`src/hw/rtl/wsfd_pkg.sv`:
```
// ----------------------------------------------------------------------------
// wsfd_pkg
// Shared types and constants for the WebSocket frame deframer: result codes,
// header length codes and the parser-to-output queue entry.
// ----------------------------------------------------------------------------
package wsfd_pkg;

	// widths of the configuration register and the frame length counter
	localparam int LimitW = 41;
	localparam int LenW   = 64;
	localparam int KeyW   = 32;

	// default depth of the queue between parser and output stage
	localparam int QueueDepthDefault = 2;

	// reset value of the largest accepted payload length
	localparam logic [LimitW-1:0] LIMIT_RESET = 41'h000_0400_0000;

	// 7-bit length codes that announce an extended length
	localparam logic [6:0] LEN_CODE_16 = 7'd126;
	localparam logic [6:0] LEN_CODE_64 = 7'd127;

	// result kinds
	localparam logic [1:0] KIND_PAYLOAD = 2'd0;
	localparam logic [1:0] KIND_EMPTY   = 2'd1;
	localparam logic [1:0] KIND_ERROR   = 2'd2;

	// error codes
	localparam logic [1:0] ERR_NONE   = 2'd0;
	localparam logic [1:0] ERR_RSV    = 2'd1;
	localparam logic [1:0] ERR_LENGTH = 2'd2;

	// one classified result on its way to the output stage
	typedef struct packed {
		logic [1:0] kind;
		logic [7:0] data;
		logic [7:0] key;
		logic [3:0] opcode;
		logic       fin;
		logic       masked;
		logic       last;
		logic [1:0] error_code;
	} entry_t;

endpackage

```
`src/hw/rtl/wsfd_front.sv`:
```
// ----------------------------------------------------------------------------
// wsfd_front
// Byte parser: walks the frame header, extended length and masking key,
// checks reserved bits and the length limit, and classifies every byte into
// a result entry for the queue. Holds the length limit register.
// ----------------------------------------------------------------------------
module wsfd_front (
	input  logic                         clk,
	input  logic                         arst_n,
	input  logic                         accept,
	input  logic [7:0]                   data_byte,
	input  logic                         cfg_write,
	input  logic [wsfd_pkg::LimitW-1:0]  cfg_limit,
	output logic                         push,
	output wsfd_pkg::entry_t             push_entry
);

	typedef enum logic [4:0] {
		PH_HDR0    = 5'b00001,
		PH_HDR1    = 5'b00010,
		PH_EXTLEN  = 5'b00100,
		PH_KEY     = 5'b01000,
		PH_PAYLOAD = 5'b10000
	} phase_t;

	phase_t                        phase_q, phase_d;
	logic                          fin_q, fin_d;
	logic [3:0]                    opcode_q, opcode_d;
	logic                          masked_q, masked_d;
	logic [2:0]                    cnt_q, cnt_d;
	logic [wsfd_pkg::LenW-1:0]     rem_q, rem_d;
	logic [wsfd_pkg::KeyW-1:0]     key_q, key_d;
	logic [1:0]                    idx_q, idx_d;
	logic                          err_q, err_d;
	logic [wsfd_pkg::LimitW-1:0]   limit_q;

	logic [wsfd_pkg::LenW-1:0]     len_next;
	logic [wsfd_pkg::LenW-1:0]     rem_dec;
	logic                          len_done;
	logic                          too_large;
	logic [7:0]                    key_byte;
	logic [6:0]                    len7;

	// key byte for the current payload offset, first key byte on top
	assign key_byte = 8'(key_q >> {~idx_q, 3'b000});
	assign rem_dec  = rem_q - wsfd_pkg::LenW'(rem_q != '0);
	assign len7     = data_byte[6:0];

	// next-state and result classification
	always_comb begin
		phase_d  = phase_q;
		fin_d    = fin_q;
		opcode_d = opcode_q;
		masked_d = masked_q;
		cnt_d    = cnt_q;
		rem_d    = rem_q;
		key_d    = key_q;
		idx_d    = idx_q;
		err_d    = err_q;
		push     = 1'b0;
		len_done = 1'b0;
		len_next = '0;
		too_large = 1'b0;
		push_entry = '0;

		if (accept && !err_q) begin
			case (phase_q)
				PH_HDR0: begin
					fin_d    = data_byte[7];
					opcode_d = data_byte[3:0];
					masked_d = 1'b0;
					if (data_byte[6:4] != 3'b000) begin
						err_d                 = 1'b1;
						push                  = 1'b1;
						push_entry.kind       = wsfd_pkg::KIND_ERROR;
						push_entry.last       = 1'b1;
						push_entry.error_code = wsfd_pkg::ERR_RSV;
					end else begin
						phase_d = PH_HDR1;
					end
				end
				PH_HDR1: begin
					masked_d = data_byte[7];
					key_d    = '0;
					idx_d    = '0;
					rem_d    = '0;
					if (len7 == wsfd_pkg::LEN_CODE_16) begin
						cnt_d   = 3'd1;
						phase_d = PH_EXTLEN;
					end else if (len7 == wsfd_pkg::LEN_CODE_64) begin
						cnt_d   = 3'd7;
						phase_d = PH_EXTLEN;
					end else begin
						len_next = {{(wsfd_pkg::LenW-7){1'b0}}, len7};
						len_done = 1'b1;
					end
				end
				PH_EXTLEN: begin
					// big-endian length, one byte a transfer
					len_next = {rem_q[wsfd_pkg::LenW-9:0], data_byte};
					rem_d    = len_next;
					if (cnt_q != 3'd0) begin
						cnt_d = cnt_q - 3'd1;
					end else begin
						len_done = 1'b1;
					end
				end
				PH_KEY: begin
					key_d = {key_q[wsfd_pkg::KeyW-9:0], data_byte};
					if (cnt_q != 3'd0) begin
						cnt_d = cnt_q - 3'd1;
					end else if (rem_q == '0) begin
						phase_d         = PH_HDR0;
						push            = 1'b1;
						push_entry.kind = wsfd_pkg::KIND_EMPTY;
						push_entry.last = 1'b1;
					end else begin
						phase_d = PH_PAYLOAD;
					end
				end
				PH_PAYLOAD: begin
					idx_d           = idx_q + 2'd1;
					rem_d           = rem_dec;
					push            = 1'b1;
					push_entry.kind = wsfd_pkg::KIND_PAYLOAD;
					push_entry.data = data_byte;
					push_entry.key  = key_byte;
					push_entry.last = (rem_dec == '0);
					if (rem_dec == '0) begin
						phase_d = PH_HDR0;
					end
				end
				default: begin
					phase_d = PH_HDR0;
				end
			endcase

			// length complete: limit check, then key, payload or empty frame
			if (len_done) begin
				rem_d     = len_next;
				too_large = len_next >
					{{(wsfd_pkg::LenW-wsfd_pkg::LimitW){1'b0}}, limit_q};
				if (too_large) begin
					err_d                 = 1'b1;
					push                  = 1'b1;
					push_entry.kind       = wsfd_pkg::KIND_ERROR;
					push_entry.last       = 1'b1;
					push_entry.error_code = wsfd_pkg::ERR_LENGTH;
				end else if (masked_d) begin
					cnt_d   = 3'd3;
					phase_d = PH_KEY;
				end else if (len_next == '0) begin
					phase_d         = PH_HDR0;
					push            = 1'b1;
					push_entry.kind = wsfd_pkg::KIND_EMPTY;
					push_entry.last = 1'b1;
				end else begin
					phase_d = PH_PAYLOAD;
				end
			end
		end

		// frame attributes as updated by this byte
		push_entry.opcode = opcode_d;
		push_entry.fin    = fin_d;
		push_entry.masked = masked_d;
	end

	// parser state
	always_ff @(posedge clk or negedge arst_n) begin
		if (!arst_n) begin
			phase_q  <= PH_HDR0;
			fin_q    <= 1'b0;
			opcode_q <= '0;
			masked_q <= 1'b0;
			cnt_q    <= '0;
			rem_q    <= '0;
			key_q    <= '0;
			idx_q    <= '0;
			err_q    <= 1'b0;
		end else begin
			phase_q  <= phase_d;
			fin_q    <= fin_d;
			opcode_q <= opcode_d;
			masked_q <= masked_d;
			cnt_q    <= cnt_d;
			rem_q    <= rem_d;
			key_q    <= key_d;
			idx_q    <= idx_d;
			err_q    <= err_d;
		end
	end

	// length limit register
	always_ff @(posedge clk or negedge arst_n) begin
		if (!arst_n) begin
			limit_q <= wsfd_pkg::LIMIT_RESET;
		end else if (cfg_write) begin
			limit_q <= cfg_limit;
		end
	end

	// error state is sticky until reset
	a_err_sticky: assert property (@(posedge clk) disable iff (!arst_n)
		err_q |=> err_q)
		else $error("error state cleared without reset");

	// nothing is emitted once an error has been reported
	a_no_push_after_err: assert property (@(posedge clk) disable iff (!arst_n)
		err_q |-> !push)
		else $error("result emitted after error");

	// an error result always latches the error state
	a_err_result_latches: assert property (@(posedge clk) disable iff (!arst_n)
		(push && push_entry.kind == wsfd_pkg::KIND_ERROR) |=> err_q)
		else $error("error result without latched error");

endmodule

```
`src/hw/rtl/wsfd_queue.sv`:
```
// ----------------------------------------------------------------------------
// wsfd_queue
// Short FIFO between the parser and the output stage, so that a stalled
// output does not stop the parser until the queue fills.
// ----------------------------------------------------------------------------
module wsfd_queue #(
	parameter int Depth = wsfd_pkg::QueueDepthDefault
) (
	input  logic              clk,
	input  logic              arst_n,
	input  logic              push,
	input  wsfd_pkg::entry_t  push_entry,
	input  logic              pop,
	output wsfd_pkg::entry_t  pop_entry,
	output logic              full,
	output logic              empty
);

	localparam int PtrW = (Depth > 1) ? $clog2(Depth) : 1;
	localparam int CntW = $clog2(Depth + 1);

	wsfd_pkg::entry_t  slot_q [Depth];
	logic [PtrW-1:0]   wr_ptr_q;
	logic [PtrW-1:0]   rd_ptr_q;
	logic [CntW-1:0]   count_q;

	assign full      = (count_q == CntW'(Depth));
	assign empty     = (count_q == '0);
	assign pop_entry = slot_q[rd_ptr_q];

	// entry storage
	always_ff @(posedge clk) begin
		if (push) begin
			slot_q[wr_ptr_q] <= push_entry;
		end
	end

	// pointers and fill count
	always_ff @(posedge clk or negedge arst_n) begin
		if (!arst_n) begin
			wr_ptr_q <= '0;
			rd_ptr_q <= '0;
			count_q  <= '0;
		end else begin
			if (push) begin
				wr_ptr_q <= (wr_ptr_q == PtrW'(Depth - 1)) ? '0 : wr_ptr_q + 1'b1;
			end
			if (pop) begin
				rd_ptr_q <= (rd_ptr_q == PtrW'(Depth - 1)) ? '0 : rd_ptr_q + 1'b1;
			end
			if (push && !pop) begin
				count_q <= count_q + 1'b1;
			end else if (pop && !push) begin
				count_q <= count_q - 1'b1;
			end
		end
	end

	// no write into a full queue, no read from an empty one
	a_no_overflow: assert property (@(posedge clk) disable iff (!arst_n)
		!(push && full) && !(pop && empty))
		else $error("queue overflow or underflow");

endmodule

```
`src/hw/rtl/wsfd_back.sv`:
```
// ----------------------------------------------------------------------------
// wsfd_back
// Output stage: takes queued results, applies the mask key to payload bytes
// and holds each result in the output register until it is taken.
// ----------------------------------------------------------------------------
module wsfd_back (
	input  logic              clk,
	input  logic              arst_n,
	input  logic              empty,
	input  wsfd_pkg::entry_t  pop_entry,
	output logic              pop,
	input  logic              out_stall,
	output logic              out_valid,
	output logic [1:0]        kind,
	output logic [7:0]        payload_byte,
	output logic [3:0]        opcode,
	output logic              fin,
	output logic              was_masked,
	output logic              frame_last,
	output logic [1:0]        error_code
);

	logic              out_valid_q;
	wsfd_pkg::entry_t  out_q;
	logic [7:0]        byte_q;

	// load the output register when it is free or being taken
	assign pop = !empty && (!out_valid_q || !out_stall);

	always_ff @(posedge clk or negedge arst_n) begin
		if (!arst_n) begin
			out_valid_q <= 1'b0;
		end else if (pop) begin
			out_valid_q <= 1'b1;
		end else if (!out_stall) begin
			out_valid_q <= 1'b0;
		end
	end

	// result payload, unmasked on the way in
	always_ff @(posedge clk) begin
		if (pop) begin
			out_q  <= pop_entry;
			byte_q <= pop_entry.data ^ pop_entry.key;
		end
	end

	assign out_valid    = out_valid_q;
	assign kind         = out_q.kind;
	assign payload_byte = byte_q;
	assign opcode       = out_q.opcode;
	assign fin          = out_q.fin;
	assign was_masked   = out_q.masked;
	assign frame_last   = out_q.last;
	assign error_code   = out_q.error_code;

endmodule

```
`src/hw/rtl/websocket_frame_deframer_top.sv`:
```
// ----------------------------------------------------------------------------
// websocket_frame_deframer_top
// Per-byte WebSocket frame parser with payload unmasking.
// Path: a result is written into the queue at its byte transfer and moves on
//   into the output register once that register is free or being taken.
// Throughput: one byte per cycle while the queue has room (in_stall low).
// Reset: asynchronous, clears parser state and queue; limit = 64 MiB.
// ----------------------------------------------------------------------------
module websocket_frame_deframer_top #(
	parameter int QueueDepth = wsfd_pkg::QueueDepthDefault
) (
	input  logic                        clk,
	input  logic                        arst_n,
	// byte input
	input  logic                        in_valid,
	output logic                        in_stall,
	input  logic [7:0]                  data_byte,
	// result output
	output logic                        out_valid,
	input  logic                        out_stall,
	output logic [1:0]                  kind,
	output logic [7:0]                  payload_byte,
	output logic [3:0]                  opcode,
	output logic                        fin,
	output logic                        was_masked,
	output logic                        frame_last,
	output logic [1:0]                  error_code,
	// limit register write
	input  logic                        cfg_valid,
	output logic                        cfg_ready,
	input  logic [wsfd_pkg::LimitW-1:0] max_payload_length
);

	logic              accept;
	logic              push;
	logic              pop;
	logic              full;
	logic              empty;
	wsfd_pkg::entry_t  push_entry;
	wsfd_pkg::entry_t  pop_entry;

	// input transfer whenever the queue has room
	assign in_stall  = full;
	assign accept    = in_valid && !full;
	assign cfg_ready = 1'b1;

	wsfd_front u_front (
		.clk        (clk),
		.arst_n     (arst_n),
		.accept     (accept),
		.data_byte  (data_byte),
		.cfg_write  (cfg_valid),
		.cfg_limit  (max_payload_length),
		.push       (push),
		.push_entry (push_entry)
	);

	wsfd_queue #(
		.Depth (QueueDepth)
	) u_queue (
		.clk        (clk),
		.arst_n     (arst_n),
		.push       (push),
		.push_entry (push_entry),
		.pop        (pop),
		.pop_entry  (pop_entry),
		.full       (full),
		.empty      (empty)
	);

	wsfd_back u_back (
		.clk          (clk),
		.arst_n       (arst_n),
		.empty        (empty),
		.pop_entry    (pop_entry),
		.pop          (pop),
		.out_stall    (out_stall),
		.out_valid    (out_valid),
		.kind         (kind),
		.payload_byte (payload_byte),
		.opcode       (opcode),
		.fin          (fin),
		.was_masked   (was_masked),
		.frame_last   (frame_last),
		.error_code   (error_code)
	);

endmodule

```
`config.mk`:
```
export PLATFORM = sky130hd
export DESIGN_NAME = websocket_frame_deframer_top
export DESIGN_NICKNAME = d
export VERILOG_FILES = /design/src/hw/rtl/wsfd_pkg.sv /design/src/hw/rtl/wsfd_front.sv /design/src/hw/rtl/wsfd_queue.sv /design/src/hw/rtl/wsfd_back.sv /design/src/hw/rtl/websocket_frame_deframer_top.sv
export SDC_FILE = /design/constraint.sdc
export NUM_CORES = 1
export LEC_CHECK = 0
export BUFFER_PORTS_ARGS = -buffer_cell sky130_fd_sc_hd__buf_2
export CAP_MARGIN = 20
export CORE_ASPECT_RATIO = 1.5
export CORE_MARGIN = 4
export CORE_UTILIZATION = 45
export CTS_CLUSTER_DIAMETER = 120
export DETAILED_ROUTE_END_ITERATION = 6
export PLACE_DENSITY = 0.73
export SYNTH_ARGS = -nofsm -noshare
export SYNTH_HDL_FRONTEND = slang
export SYNTH_HIERARCHICAL = 1
export SYNTH_SLANG_ARGS = --single-unit
export TNS_END_PERCENT = 1
```
`constraint.sdc`:
```
create_clock -name clk -period 4.77 [get_ports clk]
set_input_delay 0 -clock clk [delete_from_list [all_inputs] [get_ports clk]]
set_output_delay 0 -clock clk [all_outputs]
set_load 0.05 [all_outputs]
```
Word level (Yosys, flattened, before mapping)
Memory sizes are Yosys's and may differ from the RTL's.
Cells that the tools add are included.
{ "word_totals": {"wordCells": 148, "memories": 1, "inputBits": 54, "regBits": 178, "ram_bits": 54} }
{ "op_classes": {"n_shift": 1, "n_reduce_logical": 28, "n_eq_ne": 9, "muxes": 78, "add_sub_neg": 7, "n_bitwise": 2, "n_lt_le_gt_ge": 1} }
{ "mem_list": {"columns": ["memory", "depth", "word_bits", "rd", "rd_ports_with_merged_regs", "wr", "line_no", "rtl"], "rows": [
  ["u_queue.slot_q", 2, 27, 1, 0, 1, "wsfd_queue.sv:22", "wsfd_pkg::entry_t slot_q [Depth];"]
]} }
{ "ops": {"columns": ["cell", "n"], "rows": [
  ["logical NOT 64 bit", 3],
  ["2-to-1 mux 64 bit", 3],
  ["one-hot mux 64 bit (3 select lines)", 1],
  ["one-hot mux 64 bit (2 select lines)", 1],
  ["greater-than comparator 64 x 41 -> 1 bit", 1],
  ["one-hot mux 32 bit (2 select lines)", 1],
  ["nonzero test 64 bit", 1],
  ["subtractor 64 x 1 -> 64 bit", 1],
  ["2-to-1 mux 5 bit", 10],
  ["right shift 32 x 5 -> 8 bit", 1],
  ["2-to-1 mux 1 bit", 30],
  ["2-to-1 mux 3 bit", 9],
  ["one-hot mux 5 bit (5 select lines)", 1],
  ["2-to-1 mux 2 bit", 10],
  ["2-to-1 mux 18 bit", 1],
  ["2-to-1 mux 16 bit", 1],
  ["== test 7 bit, second input constant", 2],
  ["2-to-1 mux 4 bit", 2],
  ["one-hot mux 2 bit (2 select lines)", 2],
  ["bitwise XOR 8 bit", 1],
  ["logical NOT 1 bit", 7],
  ["2-to-1 mux 7 bit", 1],
  ["one-hot mux 1 bit (3 select lines)", 2],
  ["one-hot mux 3 bit (2 select lines)", 1],
  ["other kinds (21)", 33]
]} }

Longest topological paths before layout
Gate-level depths: netlist of the first run.
{ "depth": {"depth_word": 15, "depth_mapped": 21, "mapped_depth_nobuf": 19} }

Cells and area by module
Netlist of the first run, hierarchy kept.
{ "by_module_without_submodules": {"columns": ["mod", "n_inst", "cells_each", "area_per_inst_um2", "seq_area_each_um2"], "rows": [
  ["wsfd_front", 1, 1273, 10398.7, 3856.2],
  ["wsfd_queue", 1, 100, 2234.6, 1721.7],
  ["wsfd_back", 1, 30, 680.7, 595.6],
  ["websocket_frame_deframer_top", 1, 3, 25.0, 0.0]
]} }

Least setup slack after synthesis of the first run
No wires, ideal clock.
{ "synth_path": {"kind": "reg2reg", "start": "register u_front.phase_q[3]", "end": "memory u_queue/slot_q[0][0] (netlist bit), enable pin", "path_stages_with_launch": 18, "synth_period_minus_slack_ps": 4844, "setup_slack_ps": -74, "arrival_time_ps": 4430, "setup_time_ps": 414, "cell_sequence": "dfrtp_1 -> clkbuf_1 -> nor2_1 -> nand2_1 -> nor3_1 -> clkbuf_1 -> clkbuf_1 -> and2_1 -> ha_1 -> nand4_1 -> nor4_1 -> nor2b_1 -> o21ai_0 -> a21oi_1 -> or2_2 -> a211oi_1 -> a21oi_1 -> nor2b_1"} }
{ "synth_between": {"elab_chain_cells": 11, "word_cells_on_any_way": 21, "classes_between": "1 x order compare; 5 x eq/ne; 14 x mux; 1 x reduce/logical"} }
{ "synth_rtl": {"columns": ["item", "line_no", "rtl"], "rows": [
  ["start: declaration", "wsfd_front.sv:26", "phase_t phase_q, phase_d;"],
  ["start signal: assignment", "wsfd_front.sv:182", "phase_q <= phase_d;"],
  ["parallel branches: the longest is 7 deep, another holds greater-than comparator 64 x 41 -> 1 bit", null, null],
  ["2-to-1 mux 1 bit (*)", "wsfd_front.sv:139", "if (len_done) begin"],
  ["2-to-1 mux 1 bit (*)", "wsfd_front.sv:66", "if (accept && !err_q) begin"],
  ["net push", "websocket_frame_deframer_top.sv:35", "logic push;"],
  ["2-to-1 mux 1 bit (*)", "wsfd_queue.sv:33", "if (push) begin"],
  ["2-to-1 mux 1 bit (implied by the code) (*)", "wsfd_queue.sv:34", "slot_q[wr_ptr_q] <= push_entry;"],
  ["end: declaration", "wsfd_queue.sv:22", null]
]} }
Mark *: on every way through the listed nets, which the timed path passes. The select of a mux whose other input is x is not followed.

Worst setup path after layout of the first run
{ "layout_path": {"start": "register u_front/rem_q[13] (netlist bit)", "end": "register u_front.phase_q[4]"} }
{ "layout_between": {"elab_chain_cells": 7, "word_cells_on_any_way": 16, "classes_between": "1 x add/sub; 1 x order compare; 10 x mux; 4 x reduce/logical"} }
{ "layout_rtl": {"columns": ["item", "line_no", "rtl"], "rows": [
  ["start: declaration", "wsfd_front.sv:31", "logic [wsfd_pkg::LenW-1:0] rem_q, rem_d;"],
  ["start signal: assignment", "wsfd_front.sv:187", "rem_q <= rem_d;"],
  ["nonzero test 64 bit or one-hot mux 64 bit (2 select lines) (tied branches)", "wsfd_front.sv:46, wsfd_front.sv:67", null],
  ["subtractor 64 x 1 -> 64 bit or 2-to-1 mux 64 bit (tied branches)", "wsfd_front.sv:46, wsfd_front.sv:66", null],
  ["logical NOT 64 bit, on equally long branches", "wsfd_front.sv:129, wsfd_front.sv:152", null],
  ["2-to-1 mux 5 bit, on equally long branches", "wsfd_front.sv:129, wsfd_front.sv:152", null],
  ["one-hot mux 5 bit (5 select lines) or 2-to-1 mux 5 bit (tied branches)", "wsfd_front.sv:67, wsfd_front.sv:149", null],
  ["2-to-1 mux 5 bit", "wsfd_front.sv:143", "if (too_large) begin"],
  ["2-to-1 mux 5 bit (*)", "wsfd_front.sv:139", null]
]} }
Every way passes the cells marked *; elsewhere a longest branch is shown, timed or not. The select of a mux whose other input is x is not followed.
A chain may end at the register's enable or synchronous reset.

==> results.py, run 1 <==
metrics = {
    "status": {
        "outcome": "complete, no violations",
    },
    "sta": {
        "drv_slew": 0,
        "finalHoldWorstSlack_ns": 0.0757,
        "fmax_ghz": 0.216,
        "grt_setup_unrepaired": "no",
        "fin_tns_setup_ns": 0,
        "worst_slew_pin_slew_ns": 0.975,
        "finalSetupViolCount": 0,
        "relSlewSlack_pct": 35.0,
        "final.min_clock_period_ns": 4.64,
        "hold_viol_final": 0,
        "fin_skew_ns": 0.0148,
        "finalCritPeriodShare_pct": 97.2,
    },
    "clock_network": {
        "clkSinkCount": 232,
        "cts_buffers": 24,
        "worst_skew_pair.late_latency_ns": 0.54,
        "cts_tree": "done",
        "cts.path.max_buffers": 3,
        "cts_root_buf": "clkbuf_16",
        "postCtsSetupRepairBufs": 0,
        "cts_htree_levels": 1,
        "path_clk_slew_ns": 0.07,
    },
    "cells_and_area": {
        "syn2layout_area_growth_pct": 24.1,
        "drive_above_1_share_pct": 22.0,
        "diodes": 0,
        "fin_util_pct": 57.1,
        "nNetsFinal": 1725,
        "final_cells": 2033,
    },
    "synth": {
        "ys_ff_latch": 232,
        "synth-warning-count": 6,
        "syn_inst": 1406,
        "synth-main-ff-cell": "dfrtp_1",
        "synthAdderAreaFrac_pct": 4.31,
        "synthMuxAreaShare_pct": 4.90,
        "yosys.area_share.simple_pct": 21.3,
        "ys_seq_area_share_pct": 46.3,
        "syn_area_sq_mm": 0.0133,
        "synthXorXnorAreaFrac_pct": 3.22,
        "synth_nets": 1506,
        "synth_compound_area_share_pct": 15.2,
        "synthArstFlopShare_pct": 68.5,
        "synthDistinctLibCells": 73,
        "synth_edf_count": 73,
        "synth.top_cell.area_share_pct": 29.5,
        "avgSynthCellArea_sq_um": 9.49,
        "yosys-top-cells-area": "dfrtp_1, edfxtp_1, o21ai_0",
        "synth_top_family_by_area": "simple AND/OR/NAND/NOR gates",
        "synth_top_area_cell": "dfrtp_1",
    },
    "pwr": {
        "p_per_area_mw_per_mm2": 320,
        "leakage_nw": 7.46,
        "irDropWorstVdd_v": 0.000244,
        "total_power_mw": 5.29,
    },
    "die": {
        "num_rows": 76,
        "chipWidth_microns": 149,
        "core_area_sq_mm": 0.0290,
        "start_util_pct": 46.0,
        "die_y_microns": 219,
        "die_area_sq_mm": 0.0325,
        "ios": 76,
    },
    "worst_setup_path": {
        "critPathKind": "reg -> reg",
        "path_max_fanout": 4,
        "crit_path_start_kind": "flip-flop",
        "reg2reg_from": "u_front/rem_q[13]",
        "arrival_ns": 5.06,
        "crit_required_ns": 5.19,
        "critical_path.endpoint": "u_front/phase_q[4]",
        "reg2reg_slack_ns": 0.13,
        "rr_endpoint": "u_front/phase_q[4]",
        "end_kind": "flip-flop",
        "startpoint": "u_front/rem_q[13]",
        "reg2regPathDepth": 19,
    },
    "route": {
        "vias_per_cell": 5.85,
        "routed_wl_mm": 40.2,
        "drt_iter0_drc": 871,
        "ant_nets": 0,
        "first_pass_iters": 5,
        "wire_per_inst_microns": 19.8,
        "vias": 11884,
        "drcViolationCount": 0,
    },
    "global_route": {
        "antenna_found_initial": 0,
        "grt_pass1_wl_mm": 64.0,
        "grt_max_degree": 82,
        "grt_overflow": 0,
        "grt_use_total_pct": 24.7,
        "grt_pass1_vias": 11988,
    },
    "min_path": {
        "hold_path.class": "in -> reg",
    },
    "placed_design": {
        "dp_hpwl_mm": 28.9,
        "gp_congestion": 1.00,
        "placed_cells": 1935,
        "io_buffers": 74,
    },
    "job": {
        "cap_viol_max_count": 0,
    },
}
==> state kept, by name (all words and copies together), names as in the netlist, 2 cells and up <==
signal / flops
u_back/payload_byte: 8
u_front/opcode_q: 4
u_back/error_code: 2
u_queue/slot_q: 54
u_back/opcode: 4
u_front/key_q: 32
u_front/idx_q: 2
u_front/rem_q: 64
u_queue/count_q: 2
u_front/limit_q: 41
u_back/kind: 2
u_front/phase_q: 5
u_front/cnt_q: 3
==> per-layer routing <==
metal | global-route usage, % | vias up | wire [microns]
met5 | 0 | - | 0
met4 | 13.0 | 0 | 2360
met2 | 45.1 | 456 | 20700
met3 | 3.00 | 132 | 2010
met1 | 28.1 | 5755 | 15100
li1 | - | 5541 | -
==> final cells by class <==
class / count / area, sq um
clock inverter: 18 / 218
timing repair buffer: 290 / 2220
inverter: 57 / 214
clock buffer: 26 / 628
sequential: 232 / 6170
multi-input combinational: 1020 / 6620
tap: 390 / 488
fill: 2473 / 12400
==> worst max-delay path, stage by stage (launching register included) <==
cell and delay, ns:
dfrtp_1 0.38, nor4_1 0.31, buf_4 0.17, nand4_1 0.18
or3_1 0.40, nor4_1 0.28, buf_4 0.16, inv_1 0.05
ha_1 0.22, ha_1 0.21, buf_4 0.15, xor2_1 0.18
or4_1 0.48, nor4_1 0.21, nand4_1 0.15, a2111oi_2 0.35
nand4_1 0.15, nor4_1 0.26, a2111o_1 0.20, nand2_1 0.05
==> cell usage after synthesis, drive strengths merged, types with 25 or more instances <==
cell / count
o21ai: 170
dfrtp: 157
nand2: 123
nor2: 113
clkbuf: 87
edfxtp: 73
a21oi: 67
inv: 57
nor3: 50
nor4: 48
ha: 46
and2: 38
a22o: 33
mux2: 33
xnor2: 30
nand4: 29
and3: 25
==> how the worst min path moves through the flow <==
stage / from / to / slack (ns) / cells past startpoint
floorplan: arst_n / u_back/out_valid / -0.30 / 0
global placement: arst_n / u_back/out_valid / -0.1 / 1
detailed placement: arst_n / u_queue/count_q[1] / -0.09 / 1
CTS: cfg_valid / u_front/limit_q[26] / 0.07 / 4
global route: cfg_valid / u_front/limit_q[26] / 0.14 / 4
finish: cfg_valid / u_front/limit_q[26] / 0.08 / 4
==> placed cells by master, fill, tap and decap left out, drive strengths merged, types with 8 or more instances in the layout <==
cell type,synthesis,final
or3,11,11
and2,38,38
nor3,50,50
ha,46,46
clkbuf,87,26
buf,10,237
nand4,29,29
a21oi,67,67
mux2,33,33
inv,57,58
or2,13,13
nor2,113,113
a22o,33,33
nand3b,10,10
o21ai,170,170
xor2,19,19
xnor2,30,30
a21o,11,11
or4,17,17
nor4,48,48
mux4,8,8
edfxtp,73,73
a31oi,13,13
dfrtp,157,157
nor2b,11,11
and3,25,25
dlygate4sd3,0,53
a22oi,11,11
nand2,123,123
nand3,20,20
clkinv,0,8
==> metrics by stage <==
stage                     area [sq um]  worst slack, ns
after global routing             16600          0.00162
after detailed placement         15100          0.00621
after global placement           15100           0.0257
final                            16600            0.132
after floorplan                  13300            0.212
after CTS                        16500           0.0273
==> logic make-up (layout without fill, tap and decap cells) <==
kind of cell | after synthesis | in the layout
AO/OA/AOI/OAI | 342 | 342
XOR/XNOR | 49 | 49
adder cells (fa/ha/maj) | 46 | 46
buffers and inverters | 154 | 391
flip-flops | 232 | 232
multiplexers | 44 | 44
other | 1 | 1
AND/OR/NAND/NOR | 538 | 538
==> report_power, final <==
part           leakage (nW)  internal [mW]  switching [mW]  total [mW]
Combinational          4.27          0.345           0.619       0.964
Sequential             2.78           2.26          0.0652        2.32
Clock                 0.399           1.18           0.826        2.00
==> what timing repair did <==
item	CTS	global route
resized for setup	1	10
hold buffers	54	0
endpoints found under the setup margin	1	59
hold endpoints to repair	167	0
(Power assumes the default switching activity.)
==> run 2, diff against run 1 <==
--- a/config.mk
+++ b/config.mk
@@ -5,14 +5,16 @@
 export SDC_FILE = /design/constraint.sdc
 export NUM_CORES = 1
 export LEC_CHECK = 0
+export ABC_AREA = 1
 export BUFFER_PORTS_ARGS = -buffer_cell sky130_fd_sc_hd__buf_2
 export CAP_MARGIN = 20
 export CORE_ASPECT_RATIO = 1.5
 export CORE_MARGIN = 4
 export CORE_UTILIZATION = 45
+export CTS_BUF_LIST = sky130_fd_sc_hd__clkbuf_8
 export CTS_CLUSTER_DIAMETER = 120
 export DETAILED_ROUTE_END_ITERATION = 6
-export PLACE_DENSITY = 0.73
+export PLACE_DENSITY = 0.71
 export SYNTH_ARGS = -nofsm -noshare
 export SYNTH_HDL_FRONTEND = slang
 export SYNTH_HIERARCHICAL = 1
==> constraint.sdc (replaced) <==
create_clock -name clk -period 5.4 [get_ports clk]
set_input_delay 0 -clock clk [delete_from_list [all_inputs] [get_ports clk]]
set_output_delay 0 -clock clk [all_outputs]
set_load 0.05 [all_outputs]
==> run 2 against run 1 <==
Net effect: the run now ends with negative hold slack left; worst hold slack lost 0.098 ns; via count grew 4.6%; synthesized area is 3.1% higher; critical path depth up 10; fmax increased by 9.5%; die area grew 3.0%.
==> results.py, run 2 <==
metrics = {
    "clock_network": {
        "worst_skew_pair.late_latency_ns": 0.57,
        "cts_resized": 0,
        "clkSinkCount": 232,
        "hold_buffers": 52,
        "cts_buffers": 37,
        "path_clk_slew_ns": 0.06,
        "cts_tree": "done",
        "cts.path.max_buffers": 3,
        "postCtsSetupRepairBufs": 0,
        "cts_htree_levels": 2,
        "cts_root_buf": "clkbuf_8",
    },
    "sta": {
        "finalCritPeriodShare_pct": 78.5,
        "setup_ws_ns": 1.16,
        "final.min_clock_period_ns": 4.24,
        "fin_tns_setup_ns": 0,
        "drv_slew": 0,
        "fmax_ghz": 0.236,
        "worst_slew_pin_slew_ns": 0.986,
        "relSlewSlack_pct": 34.3,
        "finalSetupViolCount": 0,
        "fin_skew_ns": 0.0397,
        "grt_setup_unrepaired": "no",
        "finalHoldWorstSlack_ns": -0.0224,
        "hold_viol_final": 11,
    },
    "die": {
        "core_area_sq_mm": 0.0303,
        "start_util_pct": 45.5,
        "die_area_sq_mm": 0.0335,
        "ios": 76,
        "chipWidth_microns": 151,
        "die_y_microns": 222,
        "num_rows": 78,
    },
    "cells_and_area": {
        "fin_util_pct": 52.2,
        "reg_top3": "u_front/rem_q x64, u_queue/slot_q x54, u_front/limit_q x41",
        "largest_reg_flops": 64,
        "nNetsFinal": 2009,
        "drive_above_1_share_pct": 11.2,
        "regMostFlops": "u_front/rem_q",
        "syn2layout_area_growth_pct": 14.9,
        "finish.instance_area_sq_mm": 0.0158,
        "final_cell_mix": "nand2_1, nor2_1, inv_1",
        "layout_commonest_cell": "nand2_1",
    },
    "worst_setup_path": {
        "rr_endpoint": "u_queue/count_q[1]",
        "startpoint": "u_front/phase_q[3]",
        "cp_common_cell": "nand2_1",
        "arrival_ns": 4.67,
        "worst-path-buf-inv": 4,
        "end_kind": "flip-flop",
        "reg2regPathDepth": 29,
        "critical_path.slowest_cell": "nor4_4",
        "crit_path_start_kind": "flip-flop",
        "cp.depth": 29,
        "slowest_delay_ns": 0.46,
        "reg2reg_from": "u_front/phase_q[3]",
        "reg2reg_slack_ns": 1.16,
        "cpLargestDelayFamily": "simple AND/OR/NAND/NOR gates",
        "critical_path.endpoint": "u_queue/count_q[1]",
        "critPathKind": "reg -> reg",
        "crit_required_ns": 5.83,
        "path_max_fanout": 9,
    },
    "pwr": {
        "sequentialPowerShare_pct": 41.8,
        "p_sw_share_pct": 41.8,
        "total_power_mw": 6.92,
        "p_per_area_mw_per_mm2": 438,
        "switching_power_mw": 2.89,
        "irDropWorstVdd_v": 0.000236,
        "combPwrFrac_pct": 36.2,
        "p_int_mw": 4.03,
        "pwr-share-clk_pct": 21.9,
        "leakage_nw": 7.24,
    },
    "placed_design": {
        "gp_congestion": 1.05,
        "dp_hpwl_mm": 28.8,
        "placed_area_sq_mm": 0.0145,
        "pre_cts_slack_ns": 0.818,
        "io_buffers": 74,
    },
    "route": {
        "wire_per_inst_microns": 16.7,
        "vias": 12435,
        "wl_met3_mm": 1.88,
        "first_pass_iters": 6,
        "drcViolationCount": 0,
        "wl_met1_mm": 14.8,
        "top_layer": "met4",
        "routed_wl_mm": 39.0,
        "vias_per_cell": 5.32,
        "drt_iter0_drc": 951,
        "wl_met2_mm": 19.8,
        "ant_nets": 0,
    },
    "min_path": {
        "min_from": "cfg_valid",
        "hold_path.class": "in -> reg",
    },
    "global_route": {
        "antenna_found_initial": 1,
        "grt_max_degree": 82,
        "grt_pass1_vias": 12408,
        "grt_pass1_wl_mm": 63.2,
        "grt_overflow": 0,
        "grt_use_total_pct": 23.6,
    },
    "synth": {
        "ys_ff_latch": 232,
        "synth_nets": 1879,
        "ys_seq_area_share_pct": 44.9,
        "syn_area_sq_mm": 0.0138,
        "synth-main-ff-cell": "dfrtp_1",
        "synth_edf_count": 73,
        "syn_inst": 1779,
        "yosys-top-cells-area": "dfrtp_1, edfxtp_1, nand2_1",
        "synthDistinctLibCells": 49,
        "synth-warning-count": 6,
        "avgSynthCellArea_sq_um": 7.73,
        "synth_top_area_cell": "dfrtp_1",
        "synthArstFlopShare_pct": 68.5,
        "synth.most_common_cell": "nand2_1",
        "synth.top_cell.area_share_pct": 28.6,
        "synth_commonest_cells": "nand2_1, nor2_1, inv_1",
    },
    "status": {
        "violations": "negative hold slack",
        "outcome": "finished with violations",
    },
    "job": {
        "cap_viol_max_count": 0,
    },
}
[run 2: changes by cell type in the layout (fill, tap and decap cells not counted), moves of 28 or more]
| cell | previous run | this run |
|---|---|---|
| a22o_1 | 33 | 0 |
| clkbuf_8 | 2 | 44 |
| nand3_1 | 20 | 73 |
| a31oi_1 | 13 | 46 |
| o21ai_0 | 169 | 108 |
| nor4_1 | 40 | 5 |
| inv_1 | 57 | 255 |
| nor3_1 | 47 | 7 |
| xnor2_1 | 30 | 2 |
| nand2_1 | 122 | 455 |
| nor2_1 | 112 | 276 |
| buf_4 | 155 | 14 |
| and2_1 | 38 | 3 |
[run 2: worst min-delay path by stage]
stage	endpoint	slack, ns	depth (start not counted)
finish	u_front/limit_q[26]	-0.02	3
global route	u_front/limit_q[36]	0.02	3
CTS	u_front/phase_q[4]	0.05	8
detailed placement	u_back/out_valid	-0.17	1
global placement	u_back/out_valid	-0.17	1
floorplan	u_back/out_valid	-0.30	0
[run 2: layout make-up]
| type | instances | area, sq um |
|---|---|---|
| Antenna cell | 1 | 2.50 |
| Clock buffer | 44 | 606 |
| Clock inverter | 23 | 129 |
| Fill cell | 2934 | 14400 |
| Inverter | 244 | 916 |
| Multi-Input combinational cell | 1252 | 6420 |
| Sequential cell | 232 | 6170 |
| Tap cell | 400 | 500 |
| Timing Repair Buffer | 142 | 1060 |
[run 2: routing by layer]
metal / GRT usage, % / vias to the layer above
li1: - / 6026
met4: 13.3 / 0
met3: 3.37 / 133
met2: 41.3 / 416
met5: 0 / -
met1: 27.0 / 5860
[run 2: logic make-up (layout without fill, tap and decap cells)]
| group | count (synthesis) | in the layout | share of synthesized area (%) |
|---|---|---|---|
| xor+xnor | 13 | 13 | 0.828 |
| other cells | 1 | 2 | 0.0273 |
| flops | 232 | 232 | 44.9 |
| fa+ha+maj | 46 | 46 | 4.18 |
| simple gates | 896 | 896 | 27.7 |
| compound gates | 257 | 257 | 10.3 |
| mux | 39 | 39 | 3.61 |
| buf+inv | 295 | 453 | 8.53 |
[run 2: through the flow]
stage | instances | hold WS [ns]
4_1_cts | 2335 | 0.0472
2_1_floorplan | 1779 | -0.296
3_3_place_gp | 2216 | -0.174
5_1_grt | 2338 | 0.0204
3_5_place_dp | 2216 | -0.175
6_report | 2338 | -0.0224
[run 2: power by group through the flow]
stage | combinational, mW | sequential [mW] | clock (mW)
global route | 2.81 | 2.95 | 1.64
floorplan | 1.72 | 2.96 | 0
global placement | 2.42 | 2.89 | 0
detailed placement | 2.45 | 2.91 | 0
finish | 2.51 | 2.89 | 1.52
CTS | 2.49 | 2.88 | 1.55
[run 2: worst register-to-register path, delay by kind of cell (launching register included)]
family,cells,cell delay [ns]
AO/OA/AOI/OAI,1,0.15
adder cells (fa/ha/maj),2,0.63
buffers and inverters,4,0.35
flip-flops,1,0.38
AND/OR/NAND/NOR,22,2.60
==> run 3, diff against run 2 <==
--- a/config.mk
+++ b/config.mk
@@ -14,7 +14,7 @@
 export CTS_BUF_LIST = sky130_fd_sc_hd__clkbuf_8
 export CTS_CLUSTER_DIAMETER = 120
 export DETAILED_ROUTE_END_ITERATION = 6
-export PLACE_DENSITY = 0.71
+export PLACE_DENSITY = 0.73
 export SYNTH_ARGS = -nofsm -noshare
 export SYNTH_HDL_FRONTEND = slang
 export SYNTH_HIERARCHICAL = 1
==> constraint.sdc (replaced) <==
create_clock -name clk -period 3.7 [get_ports clk]
set_input_delay 0 -clock clk [delete_from_list [all_inputs] [get_ports clk]]
set_output_delay 0 -clock clk [all_outputs]
set_load 0.05 [all_outputs]
==> run 3 against run 2 <==
Net effect: the flow finishes with violations (negative setup slack); sequential share of layout area is 4.8 points lower; clock skew down 0.015 ns; die area stayed put; wire length increased by 13%; worst hold slack better by 0.073 ns; power up 64%; final area grew 14%; sequential power increased by 39%; setup slack got worse by 1.2 ns; sequential cell count stayed put; critical endpoint is now u_queue/slot_q[0][5].
==> results.py, run 3 (synthesis results as in run 2) <==
metrics = {
    "pwr": {
        "p_per_area_mw_per_mm2": 628,
        "total_power_mw": 11.3,
        "leakage_nw": 8.35,
        "irDropWorstVdd_v": 0.000271,
    },
    "die": {
        "die_y_microns": 222,
        "chipWidth_microns": 151,
        "die_area_sq_mm": 0.0335,
        "num_rows": 78,
        "start_util_pct": 45.5,
        "ios": 76,
        "core_area_sq_mm": 0.0303,
    },
    "sta": {
        "worst_slew_pin_slew_ns": 0.982,
        "relSlewSlack_pct": 34.5,
        "final.min_clock_period_ns": 3.74,
        "fmax_ghz": 0.267,
        "setup_ws_ns": -0.0400,
        "finalSetupViolCount": 14,
        "hold_viol_final": 0,
        "drv_slew": 0,
        "grt_setup_unrepaired": "yes",
        "finalCritPeriodShare_pct": 101,
        "finalHoldWorstSlack_ns": 0.0504,
        "fin_skew_ns": 0.0246,
    },
    "worst_setup_path": {
        "arrival_ns": 4.02,
        "crit_path_start_kind": "flip-flop",
        "slowest_delay_ns": 0.54,
        "cp_common_cell": "nand2_1",
        "crit_chain": "nor2_2 > nand4_1 > buf_6 > buf_12 > nor2_1 > ha_1 > nand4_1 > nor3_2 > nand2_1 > nand2_1 > nand2_1 > nand2_2 > nand2_1 > nand2_1 > nand2_2 > nor2_4 > nor2_2 > nand3_1 > nand2_1 > inv_2 > inv_2 > nor2_4 > clkbuf_16",
        "path_max_fanout": 7,
        "critPathKind": "reg -> reg",
        "end_kind": "flip-flop",
        "crit_required_ns": 3.98,
        "critical_path.slowest_cell": "dfstp_2",
    },
    "route": {
        "first_pass_iters": 5,
        "vias_per_cell": 5.19,
        "drcViolationCount": 0,
        "routed_wl_mm": 43.9,
        "drt_iter0_drc": 846,
        "vias": 13285,
        "ant_nets": 0,
        "wire_per_inst_microns": 17.1,
    },
    "cells_and_area": {
        "fill_cells": 2651,
        "syn2layout_area_growth_pct": 31.1,
        "reg_top3": "u_front/rem_q x64, u_queue/slot_q x54, u_front/limit_q x41",
        "layout_commonest_cell": "nand2_1",
        "drive_above_1_share_pct": 21.6,
        "final_cell_mix": "nand2_1, inv_1, nor2_1",
        "multi_input_area_sq_mm": 0.00669,
        "nNetsFinal": 2229,
        "largest_reg_flops": 64,
        "regArea_sq_mm": 0.00617,
        "regMostFlops": "u_front/rem_q",
    },
    "clock_network": {
        "clkSinkCount": 232,
        "cts_root_buf": "clkbuf_8",
        "cts.path.max_buffers": 3,
        "path_clk_slew_ns": 0.06,
        "worst_skew_pair.late_latency_ns": 0.58,
        "cts_buffers": 39,
        "cts_htree_levels": 2,
        "cts_tree": "done",
    },
    "status": {
        "outcome": "finished with violations",
        "violations": "negative setup slack",
    },
    "global_route": {
        "grt_max_degree": 81,
        "grt_pass1_vias": 13326,
        "grt_pass1_wl_mm": 68.2,
        "grt_use_total_pct": 25.7,
        "antenna_found_initial": 1,
        "grt_overflow": 0,
    },
    "placed_design": {
        "dp_hpwl_mm": 31.6,
        "io_buffers": 74,
        "gp_congestion": 0.990,
    },
    "min_path": {
        "hold_path.class": "in -> async",
    },
    "job": {
        "cap_viol_max_count": 0,
    },
}
==> run 3: power breakdown <==
| group | leakage (nW) | internal (mW) | switching [mW] | total (mW) |
|---|---|---|---|---|
| sequential | 2.56 | 3.48 | 0.526 | 4.01 |
| clock | 0.455 | 1.21 | 1.11 | 2.31 |
| combinational | 5.34 | 2.03 | 2.97 | 5.00 |
| total | 8.35 | 6.72 | 4.60 | 11.3 |
==> run 3: worst paths after layout <==
kind / depth (start not counted) / slack (ns) / to / startpoint
min in group clk: 8 / 0.10 / u_front/phase_q[4] / in_valid
max reg2reg: 23 / -0.04 / u_queue/slot_q[0][5] / u_front/phase_q[0]
max: 23 / -0.04 / u_queue/slot_q[0][5] / u_front/phase_q[0]
max in group asynchronous: 3 / 2.73 / u_front/phase_q[0] / arst_n
min: 2 / 0.05 / u_back/out_valid / arst_n
min reg2reg: 1 / 0.47 / u_front/err_q / u_front/err_q
==> run 3: per-stage QoR <==
| stage | std cells | worst slack, ns | util [%] | setup TNS (ns) | cell area, sq um |
|---|---|---|---|---|---|
| finish | 2561 | -0.0400 | 59.6 | -0.362 | 18000 |
| global route | 2561 | -0.220 | 59.6 | -9.63 | 18000 |
| CTS | 2539 | 0.00130 | 58.0 | 0 | 17500 |
| detailed placement | 2376 | -0.309 | 52.3 | -2.82 | 15800 |
| global placement | 2376 | -0.241 | 52.3 | -0.884 | 15800 |
| floorplan | 1779 | 0.0378 | - | 0 | 13800 |
==> run 3: timing repair <==
item | 4_1_cts | 5_1_grt
pin swaps | 0 | 28
hold endpoints to repair | 161 | 0
resized for setup | 8 | 75
buffers inserted | 0 | 14
setup endpoints to repair | 59 | 61
hold buffers | 91 | 0
cloned | 0 | 7
==> run 3: area by class of cell <==
class	instances	share of cell area (%)
Sequential cell	232	34.2
Clock inverter	27	0.930
Timing Repair Buffer	359	16.4
Tap cell	400	2.78
Multi-Input combinational cell	1252	37.1
Antenna cell	1	0.0139
Timing Repair inverter	1	0.0278
Inverter	244	5.11
Clock buffer	45	3.43
==> run 3: per-layer routing <==
metal  part of all wire [%]  vias up  track usage, %
met2                     53      443            46.7
met1                     37     6220            28.3
li1                       -     6478               -
met5                      0        -               0
met3                    4.6      144            3.21
met4                    6.1        0            14.4
==> run 3: critical path: cells and delay by family, from the launching register on <==
kind,cells,cell delay (ns)
DFF,1,0.54
adders and majority gates,1,0.32
buffers and inverters,5,0.69
and+or+nand+nor,17,1.89
